--- src/rtl/core/tsis_pkg.sv ---
// shared types and constants for the table scaler with inverse search
`default_nettype none
package tsis_pkg;

  // fixed field widths
  localparam int WORD_W = 32;
  localparam int POS_W  = 16;
  localparam int OPOS_W = 15;
  localparam int EIDX_W = 10;

  // default geometry
  localparam int TABLE_DEPTH_DEF = 1024;
  localparam int INDEX_SHIFT_DEF = 5;

  // item function codes
  typedef enum logic [1:0] {
    FUNC_LOAD   = 2'd0,
    FUNC_LOOKUP = 2'd1,
    FUNC_SEARCH = 2'd2,
    FUNC_INCR   = 2'd3
  } func_t;

  // controller states
  typedef enum logic [2:0] {
    ST_IDLE,
    ST_WRITE,
    ST_READ,
    ST_SINIT,
    ST_STEP,
    ST_FIN
  } state_t;

  // controller to datapath
  typedef struct packed {
    logic idle;
    logic write;
    logic read_elem;
    logic search_init;
    logic search_step;
    logic result_load;
  } cmd_t;

  // datapath to controller
  typedef struct packed {
    logic  in_valid;
    func_t in_func;
    logic  target_zero;
    logic  more;
    logic  out_busy;
  } stat_t;

endpackage
`default_nettype wire

--- src/rtl/core/tsis_ctrl.sv ---
// controller state machine sequencing loads, reads and the binary search
`default_nettype none
module tsis_ctrl (
  input  wire             clk,
  input  wire             rst,
  input  tsis_pkg::stat_t st,
  output tsis_pkg::cmd_t  cmd
);
  import tsis_pkg::*;

  state_t state;
  state_t state_next;

  // state register
  always_ff @(posedge clk) begin
    if (rst) begin
      state <= ST_IDLE;
    end else begin
      state <= state_next;
    end
  end

  // next state
  always_comb begin
    state_next = state;
    case (state)
      ST_IDLE: begin
        if (st.in_valid) begin
          case (st.in_func)
            FUNC_LOAD:   state_next = ST_WRITE;
            FUNC_SEARCH: state_next = ST_SINIT;
            default:     state_next = ST_READ;
          endcase
        end
      end
      ST_WRITE: state_next = ST_IDLE;
      ST_READ:  state_next = ST_FIN;
      ST_SINIT: state_next = st.target_zero ? ST_FIN : ST_STEP;
      ST_STEP:  state_next = st.more ? ST_STEP : ST_FIN;
      ST_FIN:   state_next = st.out_busy ? ST_FIN : ST_IDLE;
      default:  state_next = ST_IDLE;
    endcase
  end

  // command outputs
  always_comb begin
    cmd             = '0;
    cmd.idle        = (state == ST_IDLE);
    cmd.write       = (state == ST_WRITE);
    cmd.read_elem   = (state == ST_READ);
    cmd.search_init = (state == ST_SINIT);
    cmd.search_step = (state == ST_STEP);
    cmd.result_load = (state == ST_FIN) && !st.out_busy;
  end

endmodule
`default_nettype wire

--- config.mk ---
export PLATFORM = sky130hd
export DESIGN_NAME = tsis_ctrl
export DESIGN_NICKNAME = d
export VERILOG_FILES = /design/src/rtl/core/tsis_pkg.sv /design/src/rtl/core/tsis_ctrl.sv
export SDC_FILE = /design/constraint.sdc
export NUM_CORES = 1
export LEC_CHECK = 0
export BUFFER_PORTS_ARGS = -buffer_cell sky130_fd_sc_hd__buf_2
export CORE_AREA = 3 3 40 42
export CTS_CLUSTER_SIZE = 8
export DETAILED_ROUTE_END_ITERATION = 7
export DIE_AREA = 0 0 43 45
export PLACE_DENSITY = 0.41
export SETUP_SLACK_MARGIN = 0.5
export SYNTH_ARGS = -nofsm -noshare
export SYNTH_HDL_FRONTEND = slang
export SYNTH_SLANG_ARGS = --single-unit
--- constraint.sdc ---
create_clock -name clk -period 2.8 [get_ports clk]
set_input_delay 0.14 -clock clk [delete_from_list [all_inputs] [get_ports clk]]
set_output_delay 0.14 -clock clk [all_outputs]
set_load 0.02 [all_outputs]
==> metrics.txt <==
clock skew=about 0.0009 ns; Most flops, register=state; Synth Area per Inst=between 8 and 9 um^2; Worst R2R Path Depth=3; Synth top area share=0.258; RSZ-0062 raised after global routing=no; Post-Place Cell Area=between 200 and 300 um^2; worst setup path category=flip-flop to output pin; Worst Min Path Start=rst; chip height=about 45 um; fin util=0.252; Max stage delay on crit path=between 0.5 and 0.6 ns; die area=~1900 um^2; final instance area=approximately 320 um^2; CP startpoint=state[1]; vias in the first global route=260; largest net degree at the start of global routing=11; final setup vio count=0; CP required=2.66 ns; Rel. slew slack=0.745; Min Hold Slack=roughly 0.10 ns; first-pass GRT wire length=1010 um; final WL=approximately 570 um; cell area after synthesis=approximately 230 um^2; Hold WC Path Type=primary input to flip-flop; Initial Utilization=0.181; crit-path cells=nor2_1 > and2_2 > buf_2; dpl hpwl=between 400 and 500 um; max-slew violations=0; routability cong.=0.694; Final Hold Viols=0; hold path cells=2; Post-DRT Antenna Nets=0; Mapped Cells=27; Iter 0 DRT Violations=3; registers with the most flip-flops=state: 3 flops; synthesis-to-layout area growth=39.2%; M2 GR Usage=0.126; routed len/inst=10.0 um; CP max FO=9; clock root buffer master=clkbuf_4; CP startpoint kind=flip-flop; Leak Pwr=about 0.14 nW; CP arrival=about 1.2 ns; largest cells by area after synthesis=dfxtp_1, nor2_1, nor4b_2; final cell count without fillers=57; Slew @ Worst Pin=0.382 ns; worst-skew pair later-pin latency=0.23 ns; Max VDD drop=0.124 mV; layout cell share with drive strength beyond 1=0.500; Placed Cells=53; register bit total from synthesis=3; Overflow after GRT=0; met3 Use GR=0.0159; min cycle time layout=1.37 ns; # DRC=0; initial antenna violation count=0; Crit. End Element=output pin; GRT Max-Usage Layer=met2; TritonRoute pass-1 iters=4; CTS buffer count=3; Clk pin slew, worst setup/hold paths=roughly 0.04 ns; H-Tree Depth=1; detailed-route via count=242; Synthesized Nets=35; met1 GRT Util=0.0671; outcome=completed; cts hold-fix bufs=0; Die Wd=approximately 43 um; IO Pins=14; DR vias/cell=~4.2; setup bufs post-CTS=0; post-CTS sizing=0; CTS max path bufs=2; achievable clock frequency=about 730 MHz; clk sink count=3; PortBufs=13; Max Cap Viol=0; Sum Neg Setup Slack=0 ns; post-synthesis sequential area ratio=0.258; Tcrit/Tclk final=0.489; post-synth top area cell=dfxtp_1; PD cells=around 530 nW/um^2; max FFs per register=3; worst r2r src=state[2]; Slowest-stage cell, CP=dfxtp_1; Rows=13; gr usage total=0.0715; core area=around 1300 um^2; Syn. warnings=0; Netlist cell types=21; Nets=between 50 and 60; n_diodes=0; CTS tree=built
[final cells by class]
cell class              count  area, um^2
clock buffers               4        26.3
fillers                   145         961
inverters                   2        7.51
multi-input cells          20         146
flip-flops and latches      3        60.1
well taps                  15        18.8
repair buffers             13        65.1
[metrics by stage]
step           total power [mW]  worst slack (ns)
3_3_place_gp             0.0982              1.65
5_1_grt                   0.184              1.34
4_1_cts                   0.174              1.41
2_1_floorplan            0.0852              1.68
3_5_place_dp             0.0976              1.67
6_report                  0.171              1.43
[per-layer routing]
layer / wire [um] / part of all wire
met3: 23 / 0.040
met5: 0 / 0
met2: 307 / 0.54
met4: 0 / 0
met1: 239 / 0.42
[cells in the mapped netlist]
library cell  number
nor3_1             1
nor4b_2            1
a31oi_1            1
nor2b_1            1
nand4b_1           1
and4bb_1           1
inv_1              1
nor2_1             4
buf_4              1
dfxtp_1            3
nor3_2             1
mux2i_1            1
o31ai_1            1
a21oi_1            2
nand2b_4           1
o21bai_1           1
buf_6              1
nand2_1            1
inv_2              1
o211ai_1           1
and2_2             1
[where the power goes]
group / internal, mW / leakage (nW) / switching [mW]
clock: 0.0533 / 0.0150 / 0.0207
combinational: 0.0193 / 0.104 / 0.0219
sequential: 0.0466 / 0.0246 / 0.00884
[critical path: cells and delay by family, from the launching register on]
family / cells / cell delay (ns)
AND/OR/NAND/NOR: 2 / 0.31
buffers and inverters: 1 / 0.15
flip-flops: 1 / 0.54
[cell families after synthesis]
family,count (synthesis),synth area share
AO/OA/AOI/OAI,6,0.167
buffers and inverters,4,0.113
flip-flops,3,0.258
multiplexers,1,0.0430
AND/OR/NAND/NOR,13,0.419
[cells in the final DEF (no fill, tap or decap)]
cell type / instances
o211ai_1: 1
nor4b_2: 1
nand2b_4: 1
dfxtp_1: 3
nor2b_1: 1
a31oi_1: 1
clkbuf_1: 1
nor3_2: 1
mux2i_1: 1
o21bai_1: 1
and4bb_1: 1
o31ai_1: 1
nor3_1: 1
a21oi_1: 2
and2_2: 1
nor2_1: 4
inv_1: 1
clkbuf_4: 3
buf_2: 13
nand2_1: 1
inv_2: 1
nand4b_1: 1
[final timing paths]
path	to	slack (ns)
setup reg to reg	state[0]	1.72
hold / removal	state[2]	0.10
hold reg to reg	state[0]	0.60
setup / recovery	cmd[1]	1.43
Power figures use the tool's default switching activity.
